===== config.mk =====
export PLATFORM = sky130hd
export DESIGN_NAME = call_escape_rewriter_core
export DESIGN_NICKNAME = d
export VERILOG_FILES = /design/src/design/ces_pkg.sv /design/src/design/ces_dpath.sv /design/src/design/ces_ctrl.sv /design/src/design/call_escape_rewriter_core.sv
export SDC_FILE = /design/constraint.sdc
export NUM_CORES = 1
export LEC_CHECK = 0
export ABC_CLOCK_PERIOD_IN_PS = 3600
export BUFFER_PORTS_ARGS = -buffer_cell sky130_fd_sc_hd__buf_4
export CORE_MARGIN = 8
export CORE_UTILIZATION = 55
export DETAILED_ROUTE_END_ITERATION = 10
export GPL_TIMING_DRIVEN = 1
export PLACE_DENSITY = 0.75
export SLEW_MARGIN = 0
export SYNTH_ARGS = -nofsm -noshare
export SYNTH_HDL_FRONTEND = slang
export SYNTH_SLANG_ARGS = --single-unit

===== constraint.sdc =====
create_clock -name clk -period 3.6 [get_ports clk]
set_input_delay 0.72 -clock clk [delete_from_list [all_inputs] [get_ports clk]]
set_output_delay 0.72 -clock clk [all_outputs]
set_load 0.05 [all_outputs]

===== src/design/ces_pkg.sv =====
`timescale 1ns / 1ps

package ces_pkg;

    localparam int WHITE_DEPTH_DEF = 16;
    localparam int PREFIX_LEN      = 18;

    localparam logic [1:0] ST_REWRITE  = 2'd0;
    localparam logic [1:0] ST_PASS     = 2'd1;
    localparam logic [1:0] ST_CALL_ERR = 2'd2;
    localparam logic [1:0] ST_OVERFLOW = 2'd3;

    localparam logic [7:0] CH_SPACE   = 8'h20;
    localparam logic [7:0] CH_TAB     = 8'h09;
    localparam logic [7:0] CH_NL      = 8'h0a;
    localparam logic [7:0] CH_LBRACE  = 8'h7b;
    localparam logic [7:0] CH_RBRACE  = 8'h7d;
    localparam logic [7:0] CH_DQUOTE  = 8'h22;
    localparam logic [7:0] CH_SQUOTE  = 8'h27;
    localparam logic [7:0] CH_BSLASH  = 8'h5c;

    localparam logic [1:0] WC_SPACE = 2'd0;
    localparam logic [1:0] WC_TAB   = 2'd1;
    localparam logic [1:0] WC_NL    = 2'd2;

    // where the next output word comes from
    typedef enum logic [2:0] {
        SRC_WHITE,
        SRC_PREFIX,
        SRC_IN,
        SRC_CHAR,
        SRC_MARK
    } src_t;

    typedef struct packed {
        logic       emit;
        src_t       src;
        logic       run_last;
        logic       done_res;
        logic [1:0] status;
        logic       seq_start;
        logic       rd_adv;
        logic       pfx_adv;
        logic       load_char;
        logic       wr_white;
        logic       clr_count;
    } cmd_t;

    typedef struct packed {
        logic slot_free;
        logic count_zero;
        logic count_full;
        logic rep_end;
        logic pfx_end;
    } stat_t;

    function automatic logic is_white(input logic [7:0] c);
        return (c == CH_SPACE) || (c == CH_TAB) || (c == CH_NL);
    endfunction

    function automatic logic [1:0] white_code(input logic [7:0] c);
        logic [1:0] r;
        case (c)
            CH_TAB:  r = WC_TAB;
            CH_NL:   r = WC_NL;
            default: r = WC_SPACE;
        endcase
        return r;
    endfunction

    function automatic logic [7:0] white_byte(input logic [1:0] code);
        logic [7:0] r;
        case (code)
            WC_SPACE: r = CH_SPACE;
            WC_TAB:   r = CH_TAB;
            WC_NL:    r = CH_NL;
            default:  r = CH_SPACE;
        endcase
        return r;
    endfunction

    function automatic logic is_ident(input logic [7:0] c);
        return (c >= 8'h61 && c <= 8'h7a) || (c >= 8'h41 && c <= 8'h5a) ||
               (c >= 8'h30 && c <= 8'h39) || (c == 8'h5f);
    endfunction

    function automatic logic [7:0] to_lower(input logic [7:0] c);
        return (c >= 8'h41 && c <= 8'h5a) ? c + 8'd32 : c;
    endfunction

    function automatic logic [7:0] keyword_char(input logic [1:0] i);
        logic [7:0] r;
        case (i)
            2'd0:    r = 8'h63; // c
            2'd1:    r = 8'h61; // a
            default: r = 8'h6c; // l
        endcase
        return r;
    endfunction

    // "execute procedure "
    function automatic logic [7:0] prefix_char(input logic [4:0] i);
        logic [7:0] r;
        case (i)
            5'd0:    r = 8'h65;
            5'd1:    r = 8'h78;
            5'd2:    r = 8'h65;
            5'd3:    r = 8'h63;
            5'd4:    r = 8'h75;
            5'd5:    r = 8'h74;
            5'd6:    r = 8'h65;
            5'd7:    r = 8'h20;
            5'd8:    r = 8'h70;
            5'd9:    r = 8'h72;
            5'd10:   r = 8'h6f;
            5'd11:   r = 8'h63;
            5'd12:   r = 8'h65;
            5'd13:   r = 8'h64;
            5'd14:   r = 8'h75;
            5'd15:   r = 8'h72;
            5'd16:   r = 8'h65;
            5'd17:   r = 8'h20;
            default: r = 8'h20;
        endcase
        return r;
    endfunction

endpackage


===== src/design/ces_dpath.sv =====
`timescale 1ns / 1ps

module ces_dpath #(
    parameter int WHITE_DEPTH = ces_pkg::WHITE_DEPTH_DEF
) (
    input  logic                clk,
    input  logic                rst_n,
    input  ces_pkg::cmd_t       cmd,
    output ces_pkg::stat_t      stat,
    input  logic [7:0]          in_char,
    input  logic                out_ready,
    output logic                out_valid,
    output logic [7:0]          out_char,
    output logic                char_valid,
    output logic                run_last,
    output logic                done_res,
    output logic [1:0]          status
);

    localparam int AW = (WHITE_DEPTH > 1) ? $clog2(WHITE_DEPTH) : 1;
    localparam int CW = $clog2(WHITE_DEPTH + 1);

    logic [1:0]    white_store [WHITE_DEPTH];
    logic [CW-1:0] count_reg;
    logic [AW-1:0] idx_reg;
    logic [AW-1:0] idx_next;
    logic [1:0]    rd_reg;
    logic [4:0]    pidx_reg;
    logic [7:0]    char_reg;
    logic [AW-1:0] wr_addr;
    logic [1:0]    wr_code;

    logic       out_valid_reg;
    logic [7:0] out_char_reg;
    logic       char_valid_reg;
    logic       run_last_reg;
    logic       done_res_reg;
    logic [1:0] status_reg;

    logic [7:0] byte_next;
    logic       cv_next;

    assign wr_addr = count_reg[AW-1:0];
    assign wr_code = ces_pkg::white_code(in_char);

    always_comb
    begin
        if (cmd.seq_start)
            idx_next = '0;
        else if (cmd.rd_adv)
            idx_next = idx_reg + AW'(1);
        else
            idx_next = idx_reg;
    end

    // replay store
    always_ff @(posedge clk)
    begin
        if (cmd.wr_white)
            white_store[wr_addr] <= wr_code;
        // write-first so that a replay starting on the write cycle sees the new entry
        if (cmd.wr_white && wr_addr == idx_next)
            rd_reg <= wr_code;
        else
            rd_reg <= white_store[idx_next];
    end

    always_ff @(posedge clk or negedge rst_n)
    begin
        if (!rst_n)
        begin
            count_reg <= '0;
            idx_reg   <= '0;
            pidx_reg  <= '0;
        end
        else
        begin
            if (cmd.clr_count)
                count_reg <= '0;
            else if (cmd.wr_white)
                count_reg <= count_reg + CW'(1);
            idx_reg <= idx_next;
            if (cmd.seq_start)
                pidx_reg <= '0;
            else if (cmd.pfx_adv)
                pidx_reg <= pidx_reg + 5'd1;
        end
    end

    always_ff @(posedge clk)
    begin
        if (cmd.load_char)
            char_reg <= in_char;
    end

    always_comb
    begin
        cv_next = 1'b1;
        case (cmd.src)
            ces_pkg::SRC_WHITE:  byte_next = ces_pkg::white_byte(rd_reg);
            ces_pkg::SRC_PREFIX: byte_next = ces_pkg::prefix_char(pidx_reg);
            ces_pkg::SRC_IN:     byte_next = in_char;
            ces_pkg::SRC_CHAR:   byte_next = char_reg;
            default:
            begin
                byte_next = 8'd0;
                cv_next   = 1'b0;
            end
        endcase
    end

    // output word register
    always_ff @(posedge clk or negedge rst_n)
    begin
        if (!rst_n)
            out_valid_reg <= 1'b0;
        else if (cmd.emit)
            out_valid_reg <= 1'b1;
        else if (out_ready)
            out_valid_reg <= 1'b0;
    end

    always_ff @(posedge clk)
    begin
        if (cmd.emit)
        begin
            out_char_reg   <= byte_next;
            char_valid_reg <= cv_next;
            run_last_reg   <= cmd.run_last;
            done_res_reg   <= cmd.done_res;
            status_reg     <= cmd.status;
        end
    end

    assign stat.slot_free  = !out_valid_reg || out_ready;
    assign stat.count_zero = (count_reg == '0);
    assign stat.count_full = (count_reg == CW'(WHITE_DEPTH));
    assign stat.rep_end    = (CW'(idx_reg) == count_reg - CW'(1));
    assign stat.pfx_end    = (pidx_reg == 5'(ces_pkg::PREFIX_LEN - 1));

    assign out_valid  = out_valid_reg;
    assign out_char   = out_char_reg;
    assign char_valid = char_valid_reg;
    assign run_last   = run_last_reg;
    assign done_res   = done_res_reg;
    assign status     = status_reg;

endmodule


===== src/design/ces_ctrl.sv =====
`timescale 1ns / 1ps

module ces_ctrl (
    input  logic            clk,
    input  logic            rst_n,
    input  logic            in_valid,
    output logic            in_ready,
    input  logic [7:0]      in_char,
    input  logic            last,
    input  ces_pkg::stat_t  stat,
    output ces_pkg::cmd_t   cmd
);

    typedef enum logic [2:0] {
        PH_LEAD,
        PH_KEY,
        PH_COPY,
        PH_QUOTE,
        PH_PASS,
        PH_IGNORE
    } phase_t;

    typedef enum logic [2:0] {
        E_IDLE,
        E_REPLAY,
        E_PREFIX,
        E_CHAR,
        E_MARK
    } emit_state_t;

    phase_t      phase_reg, phase_next, ph_n;
    emit_state_t state_reg, state_next;
    logic [2:0]  kw_reg, kw_next, kw_n;
    logic        qd_reg, qd_next, qd_n;
    logic        bs_reg, bs_next, bs_n;
    logic        ovf_reg, ovf_next, ovf_n;

    logic        chr_reg, chr_next;
    logic        fin_reg, fin_next;
    logic        last_reg, last_next;
    logic        rep_reg, rep_next;
    logic        pfx_reg, pfx_next;
    logic [1:0]  st_reg, st_next;

    logic       accept;
    logic       is_w, is_q, kw_ok;
    logic       rep, pfx, chr, fin, mark, to_copy, wr, kw_err, kw_acc;
    logic [1:0] st;
    logic [7:0] close_q;

    assign accept = in_valid && (state_reg == E_IDLE);
    assign is_w   = ces_pkg::is_white(in_char);
    assign is_q   = (in_char == ces_pkg::CH_DQUOTE) || (in_char == ces_pkg::CH_SQUOTE);
    assign kw_ok  = (kw_reg != 3'd4) &&
                    (ces_pkg::to_lower(in_char) == ces_pkg::keyword_char(kw_reg[1:0]));
    assign close_q = qd_reg ? ces_pkg::CH_DQUOTE : ces_pkg::CH_SQUOTE;

    // statement parsing for the word on the input
    always_comb
    begin
        ph_n    = phase_reg;
        kw_n    = kw_reg;
        qd_n    = qd_reg;
        bs_n    = bs_reg;
        ovf_n   = ovf_reg;
        rep     = 1'b0;
        pfx     = 1'b0;
        chr     = 1'b0;
        fin     = 1'b0;
        st      = ces_pkg::ST_REWRITE;
        to_copy = 1'b0;
        wr      = 1'b0;
        kw_err  = 1'b0;
        kw_acc  = 1'b0;
        case (phase_reg)
            PH_LEAD:
            begin
                if (is_w)
                begin
                    wr = !stat.count_full;
                    if (stat.count_full)
                        ovf_n = 1'b1;
                    if (last)
                    begin
                        rep = 1'b1;
                        fin = 1'b1;
                        st  = (ovf_reg || stat.count_full) ? ces_pkg::ST_OVERFLOW
                                                           : ces_pkg::ST_PASS;
                    end
                end
                else if (in_char == ces_pkg::CH_LBRACE)
                begin
                    if (last)
                    begin
                        ph_n = PH_IGNORE;
                        fin  = 1'b1;
                        st   = ces_pkg::ST_CALL_ERR;
                    end
                    else
                        ph_n = PH_KEY;
                end
                else
                begin
                    rep  = !stat.count_zero;
                    chr  = 1'b1;
                    ph_n = PH_PASS;
                    st   = ovf_reg ? ces_pkg::ST_OVERFLOW : ces_pkg::ST_PASS;
                end
            end
            PH_KEY:
            begin
                if (is_w)
                begin
                    if (kw_reg == 3'd4)
                    begin
                        kw_acc  = 1'b1;
                        to_copy = 1'b1;
                    end
                    else if (kw_reg != 3'd0 || last)
                        kw_err = 1'b1;
                end
                else if (ces_pkg::is_ident(in_char))
                begin
                    if (kw_ok)
                    begin
                        kw_n = kw_reg + 3'd1;
                        if (last)
                        begin
                            if (kw_reg == 3'd3)
                                kw_acc = 1'b1;
                            else
                                kw_err = 1'b1;
                        end
                    end
                    else
                        kw_err = 1'b1;
                end
                else if (kw_reg == 3'd4)
                begin
                    kw_acc  = 1'b1;
                    to_copy = 1'b1;
                end
                else
                    kw_err = 1'b1;
                if (kw_err)
                begin
                    ph_n = PH_IGNORE;
                    fin  = 1'b1;
                    st   = ces_pkg::ST_CALL_ERR;
                end
                if (kw_acc)
                begin
                    pfx  = 1'b1;
                    ph_n = PH_COPY;
                end
            end
            PH_COPY:
                to_copy = 1'b1;
            PH_QUOTE:
            begin
                chr = 1'b1;
                // a backslash just before the quote keeps the run open
                if (in_char == close_q && !bs_reg)
                begin
                    ph_n = PH_COPY;
                    bs_n = 1'b0;
                end
                else
                    bs_n = (in_char == ces_pkg::CH_BSLASH);
            end
            PH_PASS:
            begin
                chr = 1'b1;
                st  = ovf_reg ? ces_pkg::ST_OVERFLOW : ces_pkg::ST_PASS;
            end
            default:
            begin
            end
        endcase

        if (to_copy && !is_w)
        begin
            if (in_char == ces_pkg::CH_RBRACE)
            begin
                ph_n = PH_IGNORE;
                fin  = 1'b1;
            end
            else
            begin
                chr = 1'b1;
                if (is_q)
                begin
                    ph_n = PH_QUOTE;
                    qd_n = (in_char == ces_pkg::CH_DQUOTE);
                    bs_n = 1'b0;
                end
            end
        end

        if (last && !fin && ph_n != PH_IGNORE)
            fin = 1'b1;
        mark = fin && !rep && !pfx && !chr;
    end

    // result sequencing
    always_comb
    begin
        state_next = state_reg;
        phase_next = phase_reg;
        kw_next    = kw_reg;
        qd_next    = qd_reg;
        bs_next    = bs_reg;
        ovf_next   = ovf_reg;
        rep_next   = rep_reg;
        pfx_next   = pfx_reg;
        chr_next   = chr_reg;
        fin_next   = fin_reg;
        last_next  = last_reg;
        st_next    = st_reg;
        cmd        = '0;
        cmd.src    = ces_pkg::SRC_MARK;
        cmd.status = st_reg;
        in_ready   = (state_reg == E_IDLE);

        case (state_reg)
            E_IDLE:
            begin
                if (accept)
                begin
                    cmd.seq_start = 1'b1;
                    cmd.load_char = 1'b1;
                    cmd.wr_white  = wr;
                    cmd.clr_count = last && !rep;
                    if (last)
                    begin
                        phase_next = PH_LEAD;
                        kw_next    = '0;
                        qd_next    = 1'b0;
                        bs_next    = 1'b0;
                        ovf_next   = 1'b0;
                    end
                    else
                    begin
                        phase_next = ph_n;
                        kw_next    = kw_n;
                        qd_next    = qd_n;
                        bs_next    = bs_n;
                        ovf_next   = ovf_n;
                    end
                    rep_next  = rep;
                    pfx_next  = pfx;
                    chr_next  = chr;
                    fin_next  = fin;
                    last_next = last;
                    st_next   = st;
                    if (!rep && !pfx && (chr || mark) && stat.slot_free)
                    begin
                        // single word goes straight to the output register
                        cmd.emit     = 1'b1;
                        cmd.src      = chr ? ces_pkg::SRC_IN : ces_pkg::SRC_MARK;
                        cmd.run_last = 1'b1;
                        cmd.done_res = fin;
                        cmd.status   = st;
                    end
                    else if (rep)
                        state_next = E_REPLAY;
                    else if (pfx)
                        state_next = E_PREFIX;
                    else if (chr)
                        state_next = E_CHAR;
                    else if (mark)
                        state_next = E_MARK;
                end
            end
            E_REPLAY:
            begin
                if (stat.slot_free)
                begin
                    cmd.emit     = 1'b1;
                    cmd.src      = ces_pkg::SRC_WHITE;
                    cmd.run_last = stat.rep_end && !chr_reg;
                    cmd.done_res = stat.rep_end && !chr_reg && fin_reg;
                    if (stat.rep_end)
                    begin
                        cmd.clr_count = last_reg;
                        state_next    = chr_reg ? E_CHAR : E_IDLE;
                    end
                    else
                        cmd.rd_adv = 1'b1;
                end
            end
            E_PREFIX:
            begin
                if (stat.slot_free)
                begin
                    cmd.emit     = 1'b1;
                    cmd.src      = ces_pkg::SRC_PREFIX;
                    cmd.run_last = stat.pfx_end && !chr_reg;
                    cmd.done_res = stat.pfx_end && !chr_reg && fin_reg;
                    if (stat.pfx_end)
                        state_next = chr_reg ? E_CHAR : E_IDLE;
                    else
                        cmd.pfx_adv = 1'b1;
                end
            end
            E_CHAR:
            begin
                if (stat.slot_free)
                begin
                    cmd.emit     = 1'b1;
                    cmd.src      = ces_pkg::SRC_CHAR;
                    cmd.run_last = 1'b1;
                    cmd.done_res = fin_reg;
                    state_next   = E_IDLE;
                end
            end
            E_MARK:
            begin
                if (stat.slot_free)
                begin
                    cmd.emit     = 1'b1;
                    cmd.src      = ces_pkg::SRC_MARK;
                    cmd.run_last = 1'b1;
                    cmd.done_res = fin_reg;
                    state_next   = E_IDLE;
                end
            end
            default:
                state_next = E_IDLE;
        endcase
    end

    always_ff @(posedge clk or negedge rst_n)
    begin
        if (!rst_n)
        begin
            state_reg <= E_IDLE;
            phase_reg <= PH_LEAD;
            kw_reg    <= '0;
            qd_reg    <= 1'b0;
            bs_reg    <= 1'b0;
            ovf_reg   <= 1'b0;
            rep_reg   <= 1'b0;
            pfx_reg   <= 1'b0;
            chr_reg   <= 1'b0;
            fin_reg   <= 1'b0;
            last_reg  <= 1'b0;
            st_reg    <= ces_pkg::ST_REWRITE;
        end
        else
        begin
            state_reg <= state_next;
            phase_reg <= phase_next;
            kw_reg    <= kw_next;
            qd_reg    <= qd_next;
            bs_reg    <= bs_next;
            ovf_reg   <= ovf_next;
            rep_reg   <= rep_next;
            pfx_reg   <= pfx_next;
            chr_reg   <= chr_next;
            fin_reg   <= fin_next;
            last_reg  <= last_next;
            st_reg    <= st_next;
        end
    end

    a_emit_needs_slot: assert property (@(posedge clk) disable iff (!rst_n)
        cmd.emit |-> stat.slot_free)
        else $error("word emitted into a full output register");

    a_replay_nonempty: assert property (@(posedge clk) disable iff (!rst_n)
        (state_reg == E_REPLAY) |-> !stat.count_zero)
        else $error("replay with an empty whitespace store");

    a_last_clears: assert property (@(posedge clk) disable iff (!rst_n)
        (in_valid && in_ready && last) |=> (phase_reg == PH_LEAD && kw_reg == 3'd0))
        else $error("statement state not cleared after last word");

    a_plan_exclusive: assert property (@(posedge clk) disable iff (!rst_n)
        !(rep_reg && pfx_reg))
        else $error("replay and prefix planned for the same word");

    a_prefix_only_rewrite: assert property (@(posedge clk) disable iff (!rst_n)
        (state_reg == E_PREFIX) |-> (st_reg == ces_pkg::ST_REWRITE))
        else $error("prefix emitted with a non-rewrite status");

endmodule


===== src/design/call_escape_rewriter_core.sv =====
`timescale 1ns / 1ps

// Rewrites a call escape statement "{call name(...)}" into "execute procedure name(...)";
// a statement without the brace passes through, a malformed escape yields a call error.
// Input channel (in_valid/in_ready): one statement byte per word in in_char, last marks
// the final byte of the statement. Output channel (out_valid/out_ready): one word per
// result byte; char_valid 0 marks a bare end marker, run_last flags the final word caused
// by an input word, done_res the final word of the statement, status the outcome.
// A word that yields at most one output word and no whitespace replay is taken every
// cycle while the receiver keeps up; the output sits one register after the accepting edge.
// A word that replays k stored leading whitespace bytes (up to WHITE_DEPTH, plus the byte
// itself on a pass-through) or the 18-byte prefix and at most one byte holds in_ready low
// until its last word is emitted, one output word per cycle from the sequencer while the
// receiver keeps up; the whitespace store is read through a registered port.
// When the receiver stalls, the output register holds its word and the sequencer waits;
// a new input word is still taken while the output register is full.
// Reset clears the sequencer, the statement state and the output valid; the whitespace
// store needs no clearing since only entries written in the current statement are read.

module call_escape_rewriter_core #(
    parameter int WHITE_DEPTH = ces_pkg::WHITE_DEPTH_DEF
) (
    input  logic       clk,
    input  logic       rst_n,
    input  logic       in_valid,
    output logic       in_ready,
    input  logic [7:0] in_char,
    input  logic       last,
    output logic       out_valid,
    input  logic       out_ready,
    output logic [7:0] out_char,
    output logic       char_valid,
    output logic       run_last,
    output logic       done_res,
    output logic [1:0] status
);

    ces_pkg::cmd_t  cmd;
    ces_pkg::stat_t stat;

    ces_ctrl u_ctrl (
        .clk      (clk),
        .rst_n    (rst_n),
        .in_valid (in_valid),
        .in_ready (in_ready),
        .in_char  (in_char),
        .last     (last),
        .stat     (stat),
        .cmd      (cmd)
    );

    ces_dpath #(
        .WHITE_DEPTH (WHITE_DEPTH)
    ) u_dpath (
        .clk        (clk),
        .rst_n      (rst_n),
        .cmd        (cmd),
        .stat       (stat),
        .in_char    (in_char),
        .out_ready  (out_ready),
        .out_valid  (out_valid),
        .out_char   (out_char),
        .char_valid (char_valid),
        .run_last   (run_last),
        .done_res   (done_res),
        .status     (status)
    );

endmodule


==> results.toml <==
[status]
result_of_the_run = "finished clean"

[drt]
routed_via_density = 6.099
detail_route.first_pass.iterations = 5
post_drt_wl_per_cell_um = 18.24
final_antenna_net_count = 0
via_count = 3989
drtIter0Drc = 372
route.final.wire_length_um = 11930
detail_route.drc_violations = 0

[hold_path]
min-delay-path-class = "input port to asynchronous set/reset pin"

[synth]
synth-edff-count = 53
syn_nets = 535
ys.warnings.count = 0
yosysSeqAreaShare_pct = 46.77
async_reset_ff_share_pct = 35.96
synth-seq-cells = 89
synth_cell_types = 84
synthCells = 501
netlist_area_um2 = 5286
synth-main-ff-cell = "sky130_fd_sc_hd__edfxtp_1"
synthesis.area_per_instance_um2 = 10.55

[placed_design]
gp_congestion = 0.9041
dp_slack_ps = 127.5
hpwlAfterDp_um = 8667
placement.cell_area_um2 = 5568
port-buffer-count = 27

[die]
core-area_um2 = 9284
die_area_um2 = 13010
die-height_um = 114.0
ioPinCount = 28
floorplan.initialDensity_pct = 56.94
die_w_um = 114.0
core.rowCount = 35

[global_route]
total_global_route_track_usage_pct = 18.53
antenna_found_initial = 0
gr-total-overflow = 0
maximum_number_of_pins_on_one_net_before_global_route_repair = 33
first_pass_grt_wire_length_um = 19000
grt_pass1_vias = 3780

[timing]
clock.fmax_ghz = 0.3179
rsz0062_at_grt = "false"
relSlewSlack_pct = 57.01
slew_viol_final = 0
timing.clock.skew_ps = 18.90
final_hold_viol_count = 0
final-setup-viol-count = 0
worst-slew-pin-transition_ps = 636.5
post-route-period-util_pct = 87.37
final.setup.tns_ps = 0
period_minus_slack_ps = 3145
setup_slack_ps = 454.7

[clock_network]
clk_pin_slew_worst_paths_ps = 100
cts_setup_buffers = 0
cts-htree-levels = 3
cts_sinks = 89
ctsHoldBuffers = 0
tritoncts_clock_tree = "built"
postCtsResizedCells = 0
cts_inserted_buffers = 9
cts_root_buf = "sky130_fd_sc_hd__clkbuf_8"
clock_path_buffers = 2
worstSkewPairLatency_ps = 380

[finish]
flip_flop_count_of_the_largest_register_all_copies_and_words_added = 32
layout.nets = 554
post_route_cells_drive_above_1_share_pct = 16.76
n_antenna_cell = 0
share_of_the_core_filled_with_cells_in_the_final_layout_pct = 62.02
syn2layout_area_growth_pct = 8.923
design_area_um2 = 5758

[worst_setup_path]
critPathMaxStageDelay_ps = 490
critical_path_required_ps = 3680
worst_path_most_repeated_cell = "sky130_fd_sc_hd__buf_4"
timing.setup.critical_path_class = "input port to flip-flop"
setup.worst_path.end_class = "flip-flop"
crit_fanout = 17
worst-path-buf-inv = 2
critical_path_arrival_ps = 3220
worst_setup_path_start_kind = "input port"
critical_path.cell_chain = "buf_4 > ha_1 > nor2b_1 > o2111ai_1 > a21oi_2 > nor3b_2 > a311o_2 > a2111oi_4 > nand2_2 > a21oi_1 > buf_4"
cpMaxStageDelayCell = "sky130_fd_sc_hd__a2111oi_4"
cp_top_family = "compound AO/OA/AOI/OAI gates"

[job]
maxcap_violations = 0

[pwr]
leak_pwr_nw = 2.224
power.density_cell_area_nw_per_um2 = 680.9
peakVddDrop_v = 0.0003660
-- cell families (layout without fill, tap and decap cells) --
group,Yosys count,in the layout,share of synthesized area (%)
buffers and inverters,55,79,4.615
xor gates and xnor gates,15,15,2.627
DFF,89,89,46.77
muxes,19,19,6.083
AOI/OAI and AO/OA,109,109,14.84
adders and majority gates,21,21,4.970
and+or+nand+nor,193,193,20.09
-- worst reg2reg max path, cell delays in order, from the launching register on --
cell and delay (ps):
sky130_fd_sc_hd__dfrtp_1 380, sky130_fd_sc_hd__inv_1 80, sky130_fd_sc_hd__ha_1 220, sky130_fd_sc_hd__nor4bb_1 150
sky130_fd_sc_hd__o21ai_1 220, sky130_fd_sc_hd__a21oi_2 100, sky130_fd_sc_hd__nor3b_2 160, sky130_fd_sc_hd__a311o_2 440
sky130_fd_sc_hd__a2111oi_4 490, sky130_fd_sc_hd__nand2_2 150, sky130_fd_sc_hd__a21oi_1 200, sky130_fd_sc_hd__buf_4 210
-- per-stage QoR --
step | std cells | hold WS [ps] | total power, mW
final | 654 | 282.7 | 3.920
after global routing | 654 | 303.2 | 4.142
after CTS | 654 | 284.3 | 3.927
after detailed placement | 638 | 467.2 | 3.254
after global placement | 638 | 465.4 | 3.209
after floorplan | 501 | 424.4 | 2.775
-- Yosys cell counts (all sizes together), types with 3 or more instances --
master   number  area, µm²
edfxtp       53       1592
nand2        50      197.7
nor2         48      180.2
dfrtp        32      800.8
a21oi        29      148.9
inv          29      108.9
o21ai        24      120.1
ha           21      262.8
nor3         18      106.4
buf          13      86.33
clkbuf       13      48.80
nand3        11      60.06
mux4         10      225.2
and2          9      58.81
nand2b        9      56.30
xnor2         9      86.34
nand4         8      50.05
and3          7      43.79
nor2b         6      37.54
xor2          6      52.55
mux2          5      56.30
o22ai         5      31.28
o31ai         5      37.54
a2111oi       4      73.82
a21o          4      30.03
a31oi         4      25.02
dfxtp         4      80.08
mux2i         4      40.04
nor4          4      46.29
or3           4      25.02
a211oi        3      32.53
a222oi        3      30.03
a22o          3      26.28
a22oi         3      22.52
a311o         3      31.28
nand3b        3      38.79
o211ai        3      27.52
o21a          3      22.52
o21bai        3      33.78
or4           3      26.27
-- worst paths after layout --
check                                       from                end  slack, ps  cells past startpoint
worst max-delay path                  in_char[6]  u_dpath.status[0]        450                     11
worst min-delay path                       rst_n   u_ctrl.kw_reg[2]        280                      1
worst max register to register  u_ctrl.kw_reg[1]  u_dpath.status[0]        500                     11
worst min register to register   u_ctrl.last_reg    u_ctrl.last_reg        500                      2
max in group asynchronous                  rst_n   u_ctrl.st_reg[0]       2980                      1
min in group clk                 u_ctrl.last_reg    u_ctrl.last_reg        500                      2
-- routing by layer --
metal / wire [µm] / part of all wire [%] / global-route usage (%)
met3: 933 / 7.8 / 4.015
met1: 5404 / 45 / 25.67
met5: 0 / 0 / 0
met2: 5365 / 45 / 27.68
met4: 224 / 1.9 / 7.098
-- layout make-up --
type                    count  area (µm²)
clock buffers              10       127.6
clock inverters             6       62.56
well taps                 129       161.4
repair buffers             34       255.2
multi-input cells         357        2570
fillers                   790        3526
inverters                  29       108.9
flip-flops and latches     89        2472
-- report_power, final --
part	internal (mW)	switching (mW)	leakage, nW
Clock	0.271	0.406	0.0965
Combinational	0.621	1.05	1.20
Sequential	1.35	0.224	0.927
-- placed cells by master (no fill, tap or decap), types with 4 or more instances in the layout --
| cell | n |
|---|---|
| sky130_fd_sc_hd__a21oi_1 | 28 |
| sky130_fd_sc_hd__xnor2_1 | 8 |
| sky130_fd_sc_hd__nand3_1 | 10 |
| sky130_fd_sc_hd__dfxtp_1 | 4 |
| sky130_fd_sc_hd__edfxtp_1 | 53 |
| sky130_fd_sc_hd__xor2_1 | 6 |
| sky130_fd_sc_hd__mux2_1 | 4 |
| sky130_fd_sc_hd__ha_1 | 21 |
| sky130_fd_sc_hd__buf_4 | 34 |
| sky130_fd_sc_hd__and2_1 | 8 |
| sky130_fd_sc_hd__clkbuf_8 | 9 |
| sky130_fd_sc_hd__nor3_1 | 16 |
| sky130_fd_sc_hd__nor2b_1 | 6 |
| sky130_fd_sc_hd__inv_1 | 28 |
| sky130_fd_sc_hd__nor2_1 | 48 |
| sky130_fd_sc_hd__nand2_1 | 46 |
| sky130_fd_sc_hd__mux2i_1 | 4 |
| sky130_fd_sc_hd__and3_1 | 7 |
| sky130_fd_sc_hd__o31ai_1 | 5 |
| sky130_fd_sc_hd__a31oi_1 | 4 |
| sky130_fd_sc_hd__nand4_1 | 8 |
| sky130_fd_sc_hd__mux4_2 | 10 |
| sky130_fd_sc_hd__nand2_2 | 4 |
| sky130_fd_sc_hd__o22ai_1 | 5 |
| sky130_fd_sc_hd__o21ai_0 | 22 |
| sky130_fd_sc_hd__dfrtp_1 | 32 |
| sky130_fd_sc_hd__nand2b_1 | 9 |
| sky130_fd_sc_hd__or3_1 | 4 |
| sky130_fd_sc_hd__a21o_1 | 4 |
No activity file was read; power rests on OpenSTA's default activity.
